===== config.mk =====
export PLATFORM = sky130hd
export DESIGN_NAME = q2k_merge
export DESIGN_NICKNAME = d
export VERILOG_FILES = /design/src/sv/q2k_pkg.sv /design/src/sv/q2k_lane.sv /design/src/sv/q2k_merge.sv
export SDC_FILE = /design/constraint.sdc
export NUM_CORES = 2
export LEC_CHECK = 0
export BUFFER_PORTS_ARGS = -buffer_cell sky130_fd_sc_hd__buf_2
export CAP_MARGIN = 20
export CORE_ASPECT_RATIO = 0.7
export CORE_MARGIN = 2
export CORE_UTILIZATION = 67
export CTS_CLUSTER_SIZE = 25
export DETAILED_ROUTE_END_ITERATION = 8
export GPL_ROUTABILITY_DRIVEN = 0
export HOLD_SLACK_MARGIN = 0.12
export PLACE_DENSITY = 0.89
export SLEW_MARGIN = 20
export SYNTH_ARGS = -nofsm -noshare
export SYNTH_HDL_FRONTEND = slang
export SYNTH_SLANG_ARGS = --single-unit

===== constraint.sdc =====
create_clock -name clk -period 21.4 [get_ports clk]
set_clock_uncertainty 0.2 [all_clocks]
set_input_delay 3.21 -clock clk [delete_from_list [all_inputs] [get_ports clk]]
set_output_delay 3.21 -clock clk [all_outputs]
set_load 0.1 [all_outputs]

===== src/sv/q2k_pkg.sv =====
// Shared constants, types and fp16 decode for the Q2_K dot-product engine.
`default_nettype none

package q2k_pkg;

    localparam int SUB_BLOCK_SIZE    = 16;
    localparam int LANE_W            = 16;
    localparam int CODE_W            = 2;
    localparam int TREE_DEPTH        = $clog2(SUB_BLOCK_SIZE);
    localparam int ACT_WIDTH_DEFAULT = 16;
    localparam int NIBBLE_W          = 4;
    localparam int HALF_W            = 16;
    localparam int HALF_MANT_W       = 12;   // signed mantissa incl. hidden bit
    localparam int HALF_SHIFT_W      = 5;
    localparam int HALF_MAX_SHIFT    = 29;   // largest normal exponent minus one
    localparam int SCALED_W          = 16;   // mantissa times 4-bit sub-scale
    localparam int ACC_W             = 64;

    localparam logic [4:0] HALF_EXP_SPECIAL = 5'h1F;

    localparam logic signed [ACC_W-1:0] ACC_MAX = {1'b0, {(ACC_W-1){1'b1}}};
    localparam logic signed [ACC_W-1:0] ACC_MIN = {1'b1, {(ACC_W-1){1'b0}}};

    typedef enum logic [1:0] {
        HALF_FINITE,
        HALF_INF,
        HALF_NAN
    } half_class_t;

    typedef struct packed {
        half_class_t                    cls;
        logic                           sign;
        logic signed [HALF_MANT_W-1:0]  mant;
        logic [HALF_SHIFT_W-1:0]        shift;
    } half_t;

    // Control that rides along the pipeline with each request.
    typedef struct packed {
        logic valid;
        logic last;
        logic special;      // d or dmin is inf or NaN
        logic special_pos;  // saturate toward the positive extreme
    } pipe_ctrl_t;

    // Finite value = mant * 2^(shift-24).
    function automatic half_t half_decode(input logic [HALF_W-1:0] bits);
        half_t                  h;
        logic [4:0]             e;
        logic [9:0]             m;
        logic [HALF_MANT_W-1:0] mag;
        e      = bits[14:10];
        m      = bits[9:0];
        h.sign = bits[15];
        if (e == HALF_EXP_SPECIAL) begin
            h.cls   = (m != 10'd0) ? HALF_NAN : HALF_INF;
            mag     = '0;
            h.shift = '0;
        end else if (e == 5'd0) begin
            h.cls   = HALF_FINITE;
            mag     = {2'b00, m};
            h.shift = '0;
        end else begin
            h.cls   = HALF_FINITE;
            mag     = {2'b01, m};
            h.shift = e - 5'd1;
        end
        h.mant = h.sign ? -$signed(mag) : $signed(mag);
        return h;
    endfunction

endpackage

`default_nettype wire


===== src/sv/q2k_lane.sv =====
// One lane: weight code times activation, plus the bare activation.
`default_nettype none

module q2k_lane #(
    parameter int ACT_WIDTH = q2k_pkg::ACT_WIDTH_DEFAULT
) (
    input  wire logic [q2k_pkg::CODE_W-1:0]  code,
    input  wire logic [q2k_pkg::LANE_W-1:0]  lane_act,
    output logic signed [ACT_WIDTH+1:0]      qx,
    output logic signed [ACT_WIDTH-1:0]      x
);

    // only the low ACT_WIDTH bits of the lane carry the activation
    assign x  = $signed(lane_act[ACT_WIDTH-1:0]);
    assign qx = (ACT_WIDTH+2)'(x) * (ACT_WIDTH+2)'($signed({1'b0, code}));

endmodule

`default_nettype wire


===== src/sv/q2k_merge.sv =====
// Sixteen parallel lanes and the registered adder tree that merges them.
`default_nettype none

module q2k_merge #(
    parameter int ACT_WIDTH = q2k_pkg::ACT_WIDTH_DEFAULT,
    localparam int SQX_W    = ACT_WIDTH + 2 + q2k_pkg::TREE_DEPTH,
    localparam int SX_W     = ACT_WIDTH + q2k_pkg::TREE_DEPTH
) (
    input  wire logic                                                clk,
    input  wire logic                                                en,
    input  wire logic [q2k_pkg::SUB_BLOCK_SIZE*q2k_pkg::CODE_W-1:0]  codes,
    input  wire logic [q2k_pkg::SUB_BLOCK_SIZE*q2k_pkg::LANE_W-1:0]  acts,
    output logic signed [SQX_W-1:0]                                  sqx,
    output logic signed [SX_W-1:0]                                   sx
);

    localparam int N = q2k_pkg::SUB_BLOCK_SIZE;
    localparam int D = q2k_pkg::TREE_DEPTH;

    logic signed [ACT_WIDTH+1:0] lane_qx [N];
    logic signed [ACT_WIDTH-1:0] lane_x  [N];
    logic signed [SQX_W-1:0]     qx_lvl  [D+1][N];
    logic signed [SX_W-1:0]      x_lvl   [D+1][N];
    logic signed [SQX_W-1:0]     sqx_reg;
    logic signed [SX_W-1:0]      sx_reg;

    for (genvar l = 0; l < N; l++) begin : g_lane
        q2k_lane #(
            .ACT_WIDTH (ACT_WIDTH)
        ) u_lane (
            .code     (codes[l*q2k_pkg::CODE_W +: q2k_pkg::CODE_W]),
            .lane_act (acts[l*q2k_pkg::LANE_W +: q2k_pkg::LANE_W]),
            .qx       (lane_qx[l]),
            .x        (lane_x[l])
        );
    end

    // balanced pairwise tree, log2(N) adder levels
    always_comb
    begin
        for (int lv = 0; lv <= D; lv++)
        begin
            for (int i = 0; i < N; i++)
            begin
                qx_lvl[lv][i] = '0;
                x_lvl[lv][i]  = '0;
            end
        end
        for (int i = 0; i < N; i++)
        begin
            qx_lvl[0][i] = SQX_W'(lane_qx[i]);
            x_lvl[0][i]  = SX_W'(lane_x[i]);
        end
        for (int lv = 1; lv <= D; lv++)
        begin
            for (int i = 0; i < (N >> lv); i++)
            begin
                qx_lvl[lv][i] = qx_lvl[lv-1][2*i] + qx_lvl[lv-1][2*i+1];
                x_lvl[lv][i]  = x_lvl[lv-1][2*i] + x_lvl[lv-1][2*i+1];
            end
        end
    end

    always_ff @(posedge clk)
    begin
        if (en)
        begin
            sqx_reg <= qx_lvl[D][0];
            sx_reg  <= x_lvl[D][0];
        end
    end

    assign sqx = sqx_reg;
    assign sx  = sx_reg;

endmodule

`default_nettype wire


==> run_results.csv <==
group,metric,value,unit
status,status,"finished clean",
global_route,grt_usage,37.5,%
final_layout,layout-drive-gt1-share,9.42,%
sta,fin_crit_sh,54.6,%
final_layout,layout-area-overhead-vs-synth,7.64,%
detailed_routing,drc,0,
cts,cts.path.max_buffers,2,
logic_synthesis,syn_nets,4950,
worst_setup_path,cp_num_buf_inv,4,
sta,fmax,0.0856,GHz
sta,setup_slack,9720,ps
cts,clock-root-buffer,"clkbuf_16",
logic_synthesis,async_flop_share,0,%
worst_setup_path,start_kind,"primary input",
floorplanning,rows,67,
worst_setup_path,endpoint_kind,"register",
cts,htree_levels,2,
sta,worst_pin_slew,911,ps
floorplanning,ios,332,
worst_setup_path,required,21260,ps
logic_synthesis,synthFlopType,"edfxtp_1",
place,pre_cts_ws,9900,ps
worst_setup_path,path_class,"primary input to register",
floorplanning,core,47700,µm²
worst_setup_path,slowest_delay,630,ps
cts,cts_setup_buffers,0,
detailed_routing,routedWlPerCell,20.6,µm
cts,cts_tree,"built",
cts,cts_resized,0,
floorplanning,die_h,188,µm
place,dp_hpwl,82900,µm
global_route,grt_pass1_vias,27396,
final_layout,layout_commonest_cell,"inv_1",
worst_setup_path,crit_path_start,"codes[16]",
global_route,grt_pass1_wl,145000,µm
place,port_buffers,331,
logic_synthesis,yosysWarningCount,0,
global_route,antenna_found_initial,14,
sta,finalSetupViolCount,0,
logic_synthesis,synth_area,32300,µm²
sta,whs,3040,ps
worst_setup_path,cp_common_cell,"fa_1",
worst_setup_path,cp_slowest_cell,"o31ai_1",
job,drv_cap,0,
worst_setup_path,path_max_fanout,16,
worst_setup_path,critPathTopFamily,"adder cells",
logic_synthesis,yosysUniqueCellTypes,75,
final_layout,fin_cells,4534,
cts,numClockSinks,42,
global_route,grt_max_degree,43,
detailed_routing,finalWirelength,93500,µm
sta,hold_violations,0,
final_layout,largest_reg_flops,22,
floorplanning,die-area,50000,µm²
floorplanning,initial_utilization,67.7,%
cts,cts_hold_buf,0,
global_route,gr-total-overflow,0,
place,dp_cells,4511,
cts,clk_pin_slew,70,ps
worst_setup_path,cp.arrival,11540,ps
logic_synthesis,synth-edff-count,42,
cts,cts_buffers,5,
final_layout,nNetsFinal,5243,
logic_synthesis,ys_seq_area_share,3.91,%
detailed_routing,ant_nets,0,
sta,drv_slew,0,
sta,relSlewSlack,37.7,%
worst_hold_path,min_path_type,"primary input to register",
detailed_routing,dr.pass1.iters,8,
final_layout,mostFrequentLayoutCells,"inv_1 (624), ha_1 (548), fa_1 (508), and2_1 (478), buf_2 (330)",
floorplanning,die_w,266,µm
detailed_routing,drt_iter0_markers,2979,
logic_synthesis,syn_avg_cell_area,8.96,µm²
sta,tns,0,ps
worst_hold_path,hold_start,"acts[240]",
logic_synthesis,ys_seq_elements,42,
logic_synthesis,syn_inst,3604,
detailed_routing,viasPerCell,6.02,
detailed_routing,vias,27310,
sta,rsz0062_at_grt,"no",
sta,period_needed,11680,ps
-- per-stage QoR --
step                      util [%]  area, µm²
after floorplan                  -      32300
after global placement        72.4      34600
after detailed placement      72.4      34600
after CTS                     72.8      34700
after global routing          72.8      34700
final                         72.9      34800
-- cells in the mapped netlist, types with 16 or more instances --
cell type	count	area [µm²]
inv_1	624	2340
ha_1	548	6860
fa_1	508	10200
and2_1	478	2990
a21oi_1	201	1010
xnor2_1	145	1270
nor2_1	135	507
nand2_1	128	480
o21ai_0	111	556
xor2_1	73	639
a21o_1	71	533
o21a_1	52	390
nor2b_1	48	300
clkbuf_1	44	165
edfxtp_1	42	1260
nor3_1	41	205
nand3_1	39	195
nand2b_1	33	206
o21bai_1	22	165
a31oi_1	18	113
a211oi_1	16	120
and3_1	16	100
-- routing by layer --
| layer | up-vias | wire (µm) | global-route usage [%] |
|---|---|---|---|
| met3 | 317 | 10500 | 8.08 |
| met2 | 1595 | 39900 | 56.1 |
| met5 | - | 14 | 0 |
| met1 | 12903 | 37700 | 52.1 |
| li1 | 12493 | - | - |
| met4 | 2 | 5290 | 17.9 |
-- worst paths after layout --
kind,to,slack [ps],cells past startpoint
min,sx[0]$_DFFE_PP_,3040,2
max,sqx[19]$_DFFE_PP_,9720,28
-- cells by family after synthesis --
group | synth area share (%)
AND/OR/NAND/NOR | 16.9
multiplexers | 0.186
XOR/XNOR | 5.91
flip-flops | 3.91
buffers and inverters | 7.80
AO/OA/AOI/OAI | 12.6
adder cells (fa/ha/maj) | 52.7
-- area by class of cell --
| cell class | instances | area [µm²] |
|---|---|---|
| sequential | 42 | 1260 |
| fill | 3433 | 12900 |
| inverter | 624 | 2340 |
| clock buffer | 5 | 125 |
| antenna | 16 | 40.0 |
| multi-input combinational | 2892 | 28500 |
| clock inverter | 2 | 33.8 |
| tap | 621 | 777 |
| timing repair buffer | 332 | 1670 |
Power is not shown: default switching activity piles up to over one toggle a cycle in this logic, so the estimate is an artifact.
