`src/sv/q2k_pkg.sv`:
```
// Shared constants, types and fp16 decode for the Q2_K dot-product engine.
`default_nettype none

package q2k_pkg;

    localparam int SUB_BLOCK_SIZE    = 16;
    localparam int LANE_W            = 16;
    localparam int CODE_W            = 2;
    localparam int TREE_DEPTH        = $clog2(SUB_BLOCK_SIZE);
    localparam int ACT_WIDTH_DEFAULT = 16;
    localparam int NIBBLE_W          = 4;
    localparam int HALF_W            = 16;
    localparam int HALF_MANT_W       = 12;   // signed mantissa incl. hidden bit
    localparam int HALF_SHIFT_W      = 5;
    localparam int HALF_MAX_SHIFT    = 29;   // largest normal exponent minus one
    localparam int SCALED_W          = 16;   // mantissa times 4-bit sub-scale
    localparam int ACC_W             = 64;

    localparam logic [4:0] HALF_EXP_SPECIAL = 5'h1F;

    localparam logic signed [ACC_W-1:0] ACC_MAX = {1'b0, {(ACC_W-1){1'b1}}};
    localparam logic signed [ACC_W-1:0] ACC_MIN = {1'b1, {(ACC_W-1){1'b0}}};

    typedef enum logic [1:0] {
        HALF_FINITE,
        HALF_INF,
        HALF_NAN
    } half_class_t;

    typedef struct packed {
        half_class_t                    cls;
        logic                           sign;
        logic signed [HALF_MANT_W-1:0]  mant;
        logic [HALF_SHIFT_W-1:0]        shift;
    } half_t;

    // Control that rides along the pipeline with each request.
    typedef struct packed {
        logic valid;
        logic last;
        logic special;      // d or dmin is inf or NaN
        logic special_pos;  // saturate toward the positive extreme
    } pipe_ctrl_t;

    // Finite value = mant * 2^(shift-24).
    function automatic half_t half_decode(input logic [HALF_W-1:0] bits);
        half_t                  h;
        logic [4:0]             e;
        logic [9:0]             m;
        logic [HALF_MANT_W-1:0] mag;
        e      = bits[14:10];
        m      = bits[9:0];
        h.sign = bits[15];
        if (e == HALF_EXP_SPECIAL) begin
            h.cls   = (m != 10'd0) ? HALF_NAN : HALF_INF;
            mag     = '0;
            h.shift = '0;
        end else if (e == 5'd0) begin
            h.cls   = HALF_FINITE;
            mag     = {2'b00, m};
            h.shift = '0;
        end else begin
            h.cls   = HALF_FINITE;
            mag     = {2'b01, m};
            h.shift = e - 5'd1;
        end
        h.mant = h.sign ? -$signed(mag) : $signed(mag);
        return h;
    endfunction

endpackage

`default_nettype wire

```
`src/sv/q2k_accum.sv`:
```
// Row accumulator with saturation and the result register.
`default_nettype none

module q2k_accum #(
    parameter int DIFF_W = 68
) (
    input  wire logic                               clk,
    input  wire logic                               rst_n,
    input  wire logic                               en,
    input  wire q2k_pkg::pipe_ctrl_t                ctrl,
    input  wire logic signed [DIFF_W-1:0]           diff,
    input  wire logic                               res_stall,
    output logic                                    res_valid,
    output logic signed [q2k_pkg::ACC_W-1:0]        row_sum,
    output logic                                    saturated
);

    localparam int ACC_W = q2k_pkg::ACC_W;
    localparam int SUM_W = ((DIFF_W > ACC_W) ? DIFF_W : ACC_W) + 1;

    logic signed [ACC_W-1:0] acc_reg, acc_next, acc_new;
    logic                    sat_reg, sat_next, sat_new;
    logic                    res_valid_reg, res_valid_next;
    logic signed [ACC_W-1:0] row_sum_reg, row_sum_next;
    logic                    saturated_reg, saturated_next;
    logic signed [SUM_W-1:0] total;
    logic                    fits;

    assign total = SUM_W'(acc_reg) + SUM_W'(diff);
    assign fits  = (total[SUM_W-1:ACC_W-1] == '0) || (total[SUM_W-1:ACC_W-1] == '1);

    always_comb
    begin
        // sticky: a saturated row ignores the rest of its requests
        if (sat_reg)
        begin
            acc_new = acc_reg;
            sat_new = 1'b1;
        end else if (ctrl.special)
        begin
            acc_new = ctrl.special_pos ? q2k_pkg::ACC_MAX : q2k_pkg::ACC_MIN;
            sat_new = 1'b1;
        end else if (fits)
        begin
            acc_new = total[ACC_W-1:0];
            sat_new = 1'b0;
        end else
        begin
            acc_new = total[SUM_W-1] ? q2k_pkg::ACC_MIN : q2k_pkg::ACC_MAX;
            sat_new = 1'b1;
        end

        acc_next       = acc_reg;
        sat_next       = sat_reg;
        row_sum_next   = row_sum_reg;
        saturated_next = saturated_reg;
        res_valid_next = res_valid_reg && res_stall;
        if (en && ctrl.valid)
        begin
            if (ctrl.last)
            begin
                row_sum_next   = acc_new;
                saturated_next = sat_new;
                res_valid_next = 1'b1;
                acc_next       = '0;
                sat_next       = 1'b0;
            end else
            begin
                acc_next = acc_new;
                sat_next = sat_new;
            end
        end
    end

    always_ff @(posedge clk or negedge rst_n)
    begin
        if (!rst_n)
        begin
            acc_reg       <= '0;
            sat_reg       <= 1'b0;
            res_valid_reg <= 1'b0;
        end else
        begin
            acc_reg       <= acc_next;
            sat_reg       <= sat_next;
            res_valid_reg <= res_valid_next;
        end
    end

    always_ff @(posedge clk)
    begin
        row_sum_reg   <= row_sum_next;
        saturated_reg <= saturated_next;
    end

    assign res_valid = res_valid_reg;
    assign row_sum   = row_sum_reg;
    assign saturated = saturated_reg;

endmodule

`default_nettype wire

```
`config.mk`:
```
export PLATFORM = sky130hd
export DESIGN_NAME = q2k_accum
export DESIGN_NICKNAME = d
export VERILOG_FILES = /design/src/sv/q2k_pkg.sv /design/src/sv/q2k_accum.sv
export SDC_FILE = /design/constraint.sdc
export NUM_CORES = 1
export LEC_CHECK = 0
export BUFFER_PORTS_ARGS = -buffer_cell sky130_fd_sc_hd__buf_2
export CAP_MARGIN = 40
export CORE_ASPECT_RATIO = 0.5
export CORE_MARGIN = 4
export CORE_UTILIZATION = 54
export CTS_BUF_LIST = sky130_fd_sc_hd__clkbuf_4 sky130_fd_sc_hd__clkbuf_8
export DETAILED_ROUTE_END_ITERATION = 6
export HOLD_SLACK_MARGIN = 0.15
export PLACE_DENSITY_LB_ADDON = 0.08
export SYNTH_ARGS = -nofsm -noshare
export SYNTH_HDL_FRONTEND = slang
export SYNTH_SLANG_ARGS = --single-unit
```
`constraint.sdc`:
```
create_clock -name clk -period 6.98 [get_ports clk]
set_input_delay 1.047 -clock clk [delete_from_list [all_inputs] [get_ports clk]]
set_output_delay 1.047 -clock clk [all_outputs]
set_load 0.05 [all_outputs]
```
==> metrics.txt, run 1 <==
# TYPE chip_impl_metric gauge
chip_impl_metric{name="use_met3",unit=""} 0.0710
chip_impl_metric{name="floorplan.initialDensity",unit=""} 0.553
chip_impl_metric{name="h-tree-depth",unit=""} 4
chip_impl_metric{name="slew_viol_final",unit=""} 0
chip_impl_metric{name="cts.repair_timing.setup_buffer_count",unit=""} 0
chip_impl_info{name="min-delay-start",value="res_valid"} 1
chip_impl_info{name="worst_setup_path_startpoint",value="diff[0]"} 1
chip_impl_metric{name="post_layout_nonfiller_instances",unit=""} 1590
chip_impl_metric{name="syn_area_per_cell",unit="um^2"} 8.39
chip_impl_metric{name="diodes",unit=""} 0
chip_impl_metric{name="mean_number_of_vias_per_cell",unit=""} 6.38
chip_impl_metric{name="crit_required",unit="ns"} 7.16
chip_impl_metric{name="numPlacedInstances",unit=""} 1558
chip_impl_metric{name="fin_tns_setup",unit="ns"} 0
chip_impl_info{name="worst_r2r_endpoint",value="row_sum[20]"} 1
chip_impl_metric{name="period_share",unit=""} 0.741
chip_impl_metric{name="worst_slack_after_detailed_placement",unit="ns"} 1.47
chip_impl_metric{name="antenna_violating_nets_post_route",unit=""} 0
chip_impl_metric{name="clock_path_buffers",unit=""} 2
chip_impl_metric{name="fp.dieH",unit="um"} 105
chip_impl_metric{name="net_total_in_the_final_layout",unit=""} 1463
chip_impl_metric{name="depth_of_the_worst_register_to_register_path",unit=""} 15
chip_impl_metric{name="cts_hold_repair.buffers",unit=""} 0
chip_impl_metric{name="worst_pin_slew",unit="ns"} 0.858
chip_impl_metric{name="finalWirelength",unit="um"} 34200
chip_impl_info{name="routing_layer_with_the_top_usage_in_global_route",value="met1"} 1
chip_impl_info{name="crit_chain",value="buf_2, ha_1, fa_1, a211oi_1, o21ai_1, o211ai_2, a21oi_1, a21oi_1, o31ai_1, xor2_1, or3_4, nor4_4, or2_1, inv_4, nor2_1, a21oi_1"} 1
chip_impl_metric{name="timing.final.crit_period",unit="ns"} 5.17
chip_impl_info{name="critical_path.endpoint_type",value="register"} 1
chip_impl_info{name="unrepaired_setup_endpoints_after_global_routing",value="false"} 1
chip_impl_info{name="ys_dominant_reg_cell",value="sky130_fd_sc_hd__dfrtp_1"} 1
chip_impl_metric{name="clock-sinks",unit=""} 131
chip_impl_metric{name="drtPass1Iterations",unit=""} 5
chip_impl_metric{name="worstPathMaxFanout",unit=""} 50
chip_impl_info{name="worstReg2RegStart",value="acc_reg[0]"} 1
chip_impl_metric{name="io_buffer_count",unit=""} 141
chip_impl_metric{name="synth_sequential_area_ratio",unit=""} 0.352
chip_impl_metric{name="final_layout_size_suffix_gt1_frac",unit=""} 0.174
chip_impl_metric{name="first_iter_violations",unit=""} 943
chip_impl_metric{name="relSlewSlack",unit=""} 0.423
chip_impl_metric{name="route.detailed.wl_per_inst",unit="um"} 21.5
chip_impl_metric{name="grt_pass1_wl",unit="um"} 53700
chip_impl_metric{name="synthCells",unit=""} 1220
chip_impl_metric{name="coreArea",unit="mm^2"} 0.0185
chip_impl_metric{name="power.total",unit="W"} 0.00315
chip_impl_metric{name="yosysWarnings",unit=""} 0
chip_impl_metric{name="ys_async_sr_fraction",unit=""} 0.504
chip_impl_metric{name="worst-r2r-setup-slack",unit="ns"} 2.07
chip_impl_metric{name="cap_violations",unit=""} 0
chip_impl_metric{name="max-vdd-ir-drop",unit="uV"} 125
chip_impl_metric{name="std_cell_rows",unit=""} 35
chip_impl_metric{name="synth.distinct_cells",unit=""} 73
chip_impl_metric{name="ioPinCount",unit=""} 142
chip_impl_info{name="critPathSlowestCell",value="sky130_fd_sc_hd__a21oi_1"} 1
chip_impl_metric{name="via_count",unit=""} 10100
chip_impl_metric{name="hold_violations",unit=""} 0
chip_impl_metric{name="p_per_area",unit="mW/mm^2"} 275
chip_impl_metric{name="globalRouteTotalUtil",unit=""} 0.319
chip_impl_info{name="criticalPathCategory",value="in -> reg"} 1
chip_impl_metric{name="area_growth_syn_to_layout",unit="%"} 12.0
chip_impl_metric{name="number_of_cells_traversed_by_the_worst_hold_path",unit=""} 1
chip_impl_metric{name="grt_pass1_vias",unit=""} 9597
chip_impl_info{name="result_of_the_run",value="finished, final reports clean"} 1
chip_impl_metric{name="grt_start_max_net_pins",unit=""} 57
chip_impl_metric{name="grt_overflow_total",unit=""} 0
chip_impl_metric{name="clk_pin_slew",unit="ns"} 0.08
chip_impl_metric{name="hold_slack",unit="ns"} 0.479
chip_impl_metric{name="synth_edf_count",unit=""} 65
chip_impl_metric{name="tritoncts.num_buffers",unit=""} 17
chip_impl_info{name="hold_path_class",value="reg -> reg"} 1
chip_impl_metric{name="grtUsageMet2",unit=""} 0.460
chip_impl_metric{name="cp.arrival",unit="ns"} 5.36
chip_impl_metric{name="number_of_antenna_violations_at_the_first_check_in_global_routing",unit=""} 0
chip_impl_info{name="cts_tree",value="yes"} 1
chip_impl_metric{name="syn-num-nets",unit=""} 1365
chip_impl_info{name="cell_mode_on_critical_path",value="sky130_fd_sc_hd__a21oi_1"} 1
chip_impl_metric{name="setup_viol",unit=""} 0
chip_impl_metric{name="insertion_delay",unit="ns"} 0.48
chip_impl_metric{name="met1_track_utilization_from_global_routing",unit=""} 0.487
chip_impl_metric{name="critical-path-max-stage-delay",unit="ns"} 0.52
chip_impl_metric{name="postSynthRegisterBits",unit=""} 131
chip_impl_metric{name="post_synth_instance_area",unit="mm^2"} 0.0102
chip_impl_metric{name="post_cts_resize_count",unit=""} 0
chip_impl_metric{name="remaining_drc_errors",unit=""} 0
chip_impl_metric{name="place.detailed.hpwl",unit="um"} 24600
chip_impl_metric{name="finalWorstSetupSlack",unit="ns"} 1.81
chip_impl_metric{name="fmax",unit="GHz"} 0.193
chip_impl_metric{name="dieArea",unit="mm^2"} 0.0214
chip_impl_metric{name="p_leak",unit="nW"} 4.79
chip_impl_info{name="startpoint_type",value="primary input"} 1
chip_impl_metric{name="floorplan.die.width",unit="um"} 203
chip_impl_info{name="clock_tree.root_cell",value="sky130_fd_sc_hd__clkbuf_8"} 1
chip_impl_info{name="whs_endpoint",value="res_valid"} 1
chip_impl_metric{name="finalClockSkew",unit="ns"} 0.0156
chip_impl_metric{name="rd_place_congestion",unit=""} 0.982
==> worst max-delay path: cells and delay by family <==
family | cells | cell delay [ns]
compound gates | 7 | 1.73
fa+ha+maj | 2 | 0.66
simple gates | 4 | 1.23
xor+xnor | 1 | 0.18
buf+inv | 2 | 0.44
==> how the worst max path moves through the flow <==
stage / to / slack, ns / cells past startpoint
floorplan: row_sum[26] / 2.48 / 17
global placement: row_sum[30] / 1.54 / 16
detailed placement: row_sum[20] / 1.47 / 16
CTS: row_sum[20] / 1.97 / 16
global route: acc_reg[22] / 1.63 / 17
finish: row_sum[20] / 1.81 / 16
==> layout make-up <==
type / instances / area (um^2)
Multi-Input combinational cell: 1004 / 6270
Clock buffer: 20 / 269
Sequential cell: 131 / 3600
Clock inverter: 12 / 105
Fill cell: 1691 / 7050
Inverter: 11 / 43.8
Tap cell: 259 / 324
Timing Repair Buffer: 153 / 853
==> cell families after synthesis <==
family / synth area share
buffers and inverters: 0.0378
adders and majority gates: 0.0850
xor gates and xnor gates: 0.0539
and+or+nand+nor: 0.178
DFF: 0.352
AOI/OAI and AO/OA: 0.294
==> synth_stat cells (11+ instances only) <==
cell	number	area, um^2
sky130_fd_sc_hd__a21boi_0	30	225
sky130_fd_sc_hd__a21o_1	19	143
sky130_fd_sc_hd__a21oi_1	188	941
sky130_fd_sc_hd__buf_2	15	75.1
sky130_fd_sc_hd__clkbuf_1	48	180
sky130_fd_sc_hd__dfrtp_1	66	1650
sky130_fd_sc_hd__edfxtp_1	65	1950
sky130_fd_sc_hd__ha_1	68	851
sky130_fd_sc_hd__nand2_1	166	623
sky130_fd_sc_hd__nand3_1	11	55.1
sky130_fd_sc_hd__nand4_1	30	188
sky130_fd_sc_hd__nor2_1	118	443
sky130_fd_sc_hd__nor3_1	20	100
sky130_fd_sc_hd__o211ai_1	27	203
sky130_fd_sc_hd__o211ai_2	21	263
sky130_fd_sc_hd__o21a_1	16	120
sky130_fd_sc_hd__o21ai_0	94	470
sky130_fd_sc_hd__xnor2_1	30	263
sky130_fd_sc_hd__xor2_1	33	289
==> per-layer routing <==
layer | part of all wire | wire, um
met4 | 0.013 | 437
met5 | 0 | 0
met3 | 0.098 | 3350
met2 | 0.42 | 14300
met1 | 0.47 | 16100
==> cell usage in the layout (no fill, tap or decap), types with 10 or more instances in the layout <==
master and instances:
sky130_fd_sc_hd__nand3_1 11, sky130_fd_sc_hd__nand2_1 165, sky130_fd_sc_hd__nor3_1 20, sky130_fd_sc_hd__o21ai_0 94
sky130_fd_sc_hd__clkbuf_8 19, sky130_fd_sc_hd__o21a_1 15, sky130_fd_sc_hd__inv_1 10, sky130_fd_sc_hd__a21o_1 19
sky130_fd_sc_hd__xnor2_1 30, sky130_fd_sc_hd__xor2_1 33, sky130_fd_sc_hd__a21boi_0 30, sky130_fd_sc_hd__o211ai_1 27
sky130_fd_sc_hd__nor2_1 118, sky130_fd_sc_hd__a21oi_1 188, sky130_fd_sc_hd__ha_1 68, sky130_fd_sc_hd__o211ai_2 21
sky130_fd_sc_hd__dfrtp_1 65, sky130_fd_sc_hd__buf_2 141, sky130_fd_sc_hd__nand4_1 30, sky130_fd_sc_hd__edfxtp_1 65
==> stage by stage <==
step / cell area [um^2] / utilization
2_1_floorplan: 10200 / -
3_3_place_gp: 11000 / 0.596
3_5_place_dp: 11100 / 0.599
4_1_cts: 11500 / 0.619
5_1_grt: 11500 / 0.619
6_report: 11500 / 0.619
==> power by group <==
| part | leakage [nW] | switching, W | internal (W) |
|---|---|---|---|
| Clock | 0.192 | 0.000337 | 0.000304 |
| Sequential | 1.48 | 0.0000966 | 0.000944 |
| Combinational | 3.11 | 0.000973 | 0.000497 |
Note: power is estimated with default switching activity, not from simulation.
==> run 2, diff against run 1 <==
==> constraint.sdc (replaced) <==
create_clock -name clk -period 4.3 [get_ports clk]
set_input_delay 0.645 -clock clk [delete_from_list [all_inputs] [get_ports clk]]
set_output_delay 0.645 -clock clk [all_outputs]
set_load 0.05 [all_outputs]
==> run 2 against run 1 <==
Global-route usage grew 2.2 points. First-iteration DRC count grew 13%. Non-clock buffer count grew 125. Largest cell class unchanged. Setup slack lost 1.7 ns. Wire length grew 7.8%. Sequential share of layout area shrank 2.6 points. Die area is the same. Via count grew 6.6%. Critical endpoint is now row_sum[16]. Combinational power grew 88%.
==> metrics.txt, run 2 (synthesized netlist as in run 1, its figures left out) <==
# TYPE chip_impl_metric gauge
chip_impl_metric{name="insertion_delay",unit="ns"} 0.49
chip_impl_metric{name="clk_pin_slew",unit="ns"} 0.08
chip_impl_info{name="criticalPathCategory",value="reg -> reg"} 1
chip_impl_metric{name="power.switching_fraction",unit=""} 0.436
chip_impl_metric{name="internal-power",unit="W"} 0.00314
chip_impl_metric{name="via_count",unit=""} 10800
chip_impl_metric{name="clock-sinks",unit=""} 131
chip_impl_metric{name="antenna_violating_nets_post_route",unit=""} 0
chip_impl_metric{name="worstPathMaxFanout",unit=""} 13
chip_impl_info{name="worstReg2RegStart",value="acc_reg[39]"} 1
chip_impl_metric{name="period_share",unit=""} 0.971
chip_impl_metric{name="worst_pin_slew",unit="ns"} 0.827
chip_impl_metric{name="hold_violations",unit=""} 0
chip_impl_metric{name="slew_viol_final",unit=""} 0
chip_impl_metric{name="floorplan.initialDensity",unit=""} 0.553
chip_impl_metric{name="cp.buffers_inverters",unit=""} 1
chip_impl_metric{name="finalWirelength",unit="um"} 36900
chip_impl_info{name="final_cell_mix",value="187 x sky130_fd_sc_hd__a21oi_1, 165 x sky130_fd_sc_hd__nand2_1, 141 x sky130_fd_sc_hd__buf_2"} 1
chip_impl_metric{name="finalClockSkew",unit="ns"} 0.0179
chip_impl_metric{name="setup_viol",unit=""} 0
chip_impl_metric{name="fp.dieH",unit="um"} 105
chip_impl_metric{name="net_total_in_the_final_layout",unit=""} 1588
chip_impl_metric{name="sequentialPowerShare",unit=""} 0.307
chip_impl_info{name="worst_setup_path_startpoint",value="acc_reg[39]"} 1
chip_impl_metric{name="grt_start_max_net_pins",unit=""} 51
chip_impl_info{name="cts_tree",value="yes"} 1
chip_impl_metric{name="route.detailed.wl_per_inst",unit="um"} 21.5
chip_impl_metric{name="fmax",unit="GHz"} 0.240
chip_impl_info{name="startpoint_type",value="register"} 1
chip_impl_metric{name="ioPinCount",unit=""} 142
chip_impl_metric{name="final_layout_size_suffix_gt1_frac",unit=""} 0.253
chip_impl_info{name="final_common_cell",value="sky130_fd_sc_hd__a21oi_1"} 1
chip_impl_metric{name="power.share.combinational",unit=""} 0.496
chip_impl_metric{name="globalRouteTotalUtil",unit=""} 0.341
chip_impl_metric{name="cap_violations",unit=""} 0
chip_impl_metric{name="first_iter_violations",unit=""} 1061
chip_impl_info{name="result_of_the_run",value="finished, final reports clean"} 1
chip_impl_metric{name="std_cell_rows",unit=""} 35
chip_impl_metric{name="area_growth_syn_to_layout",unit="%"} 22.2
chip_impl_metric{name="io_buffer_count",unit=""} 141
chip_impl_metric{name="p_per_area",unit="mW/mm^2"} 444
chip_impl_metric{name="clock_path_buffers",unit=""} 2
chip_impl_metric{name="tritoncts.num_buffers",unit=""} 17
chip_impl_metric{name="max-vdd-ir-drop",unit="uV"} 236
chip_impl_metric{name="critical-path-max-stage-delay",unit="ns"} 0.48
chip_impl_metric{name="hold_slack",unit="ns"} 0.251
chip_impl_metric{name="grt_pass1_wl",unit="um"} 57400
chip_impl_metric{name="rd_place_congestion",unit=""} 0.986
chip_impl_metric{name="diodes",unit=""} 0
chip_impl_metric{name="timing.final.crit_period",unit="ns"} 4.17
chip_impl_info{name="critical_path.endpoint_type",value="register"} 1
chip_impl_metric{name="p_leak",unit="nW"} 5.39
chip_impl_metric{name="cp.arrival",unit="ns"} 4.36
chip_impl_metric{name="coreArea",unit="mm^2"} 0.0185
chip_impl_metric{name="clockPowerShare",unit=""} 0.197
chip_impl_info{name="clock_tree.root_cell",value="sky130_fd_sc_hd__clkbuf_8"} 1
chip_impl_metric{name="place.detailed.hpwl",unit="um"} 27600
chip_impl_metric{name="relSlewSlack",unit=""} 0.449
chip_impl_metric{name="power_switching",unit="W"} 0.00242
chip_impl_metric{name="h-tree-depth",unit=""} 4
chip_impl_info{name="critPathSlowestCell",value="sky130_fd_sc_hd__dfrtp_1"} 1
chip_impl_metric{name="crit_required",unit="ns"} 4.49
chip_impl_info{name="crit_chain",value="ha_1, nand4_1, or3_1, nor3_2, and4_1, o31ai_1, and4_1, nor3_2, nand4_1, nor4_4, buf_4, o21ai_0, a21boi_0"} 1
chip_impl_metric{name="remaining_drc_errors",unit=""} 0
chip_impl_metric{name="post_route_core_utilization",unit=""} 0.676
chip_impl_metric{name="grt_pass1_vias",unit=""} 10300
chip_impl_info{name="hold_path_class",value="in -> async"} 1
chip_impl_metric{name="number_of_antenna_violations_at_the_first_check_in_global_routing",unit=""} 0
chip_impl_metric{name="floorplan.die.width",unit="um"} 203
chip_impl_metric{name="dieArea",unit="mm^2"} 0.0214
chip_impl_metric{name="grt_overflow_total",unit=""} 0
chip_impl_metric{name="filler_cell_count",unit=""} 1554
chip_impl_info{name="cpLargestDelayFamily",value="simple AND/OR/NAND/NOR gates"} 1
chip_impl_metric{name="mean_number_of_vias_per_cell",unit=""} 6.31
chip_impl_metric{name="drtPass1Iterations",unit=""} 5
[run 2: worst reg2reg max path: cells and delay by family (launching register included)]
kind                       cells  cell delay [ns]
and+or+nand+nor                8             2.17
adders and majority gates      1             0.44
DFF                            1             0.48
AOI/OAI and AO/OA              3             0.52
buffers and inverters          1             0.28
[run 2: area by class of cell]
type	instances	area, um^2	area share
multi-input combinational	1004	6320	0.505
sequential	131	3600	0.288
timing repair buffer	278	1820	0.146
tap	259	324	0.0259
clock buffer	20	263	0.0210
clock inverter	12	131	0.0105
inverter	11	48.8	0.00390
[run 2: final timing paths]
| path | to | depth (start not counted) | slack (ns) |
|---|---|---|---|
| max | row_sum[16] | 13 | 0.13 |
| min | acc_reg[35] | 1 | 0.25 |
| max reg2reg | row_sum[16] | 13 | 0.13 |
| min reg2reg | res_valid | 1 | 0.48 |
| max in group asynchronous | acc_reg[60] | 2 | 3.18 |
| min in group clk | res_valid | 2 | 0.37 |
[run 2: stage by stage]
stage	power (W)	worst slack [ns]	cells	instance area (um^2)	TNS [ns]
final	0.00556	0.126	1715	12500	0
after detailed placement	0.00436	-0.260	1675	12000	-14.50
after global placement	0.00430	-0.0954	1674	12000	-2.54
after floorplan	0.00341	0.201	1220	10200	0
after CTS	0.00546	0.0346	1707	12400	0
after global routing	0.00588	-0.00846	1715	12500	-0.00846
[run 2: power groups by stage]
stage               Combinational, W  Clock (W)  Sequential [W]
floorplan                    0.00161          0         0.00180
global placement             0.00258          0         0.00171
detailed placement           0.00263          0         0.00172
CTS                          0.00266    0.00110         0.00170
global route                 0.00299    0.00117         0.00173
finish                       0.00276    0.00110         0.00171
[run 2: repair_timing]
action / CTS / global route
gates resized for setup: 0 / 23
endpoints found under the hold margin: 0 / 0
hold buffers: 0 / 0
setup buffers: 0 / 7
setup endpoints to repair: 0 / 120
[run 2: per-layer routing]
layer,part of all wire,GRT usage
met3,0.10,0.0673
met5,0,0
met4,0.024,0.101
met1,0.46,0.522
met2,0.41,0.486
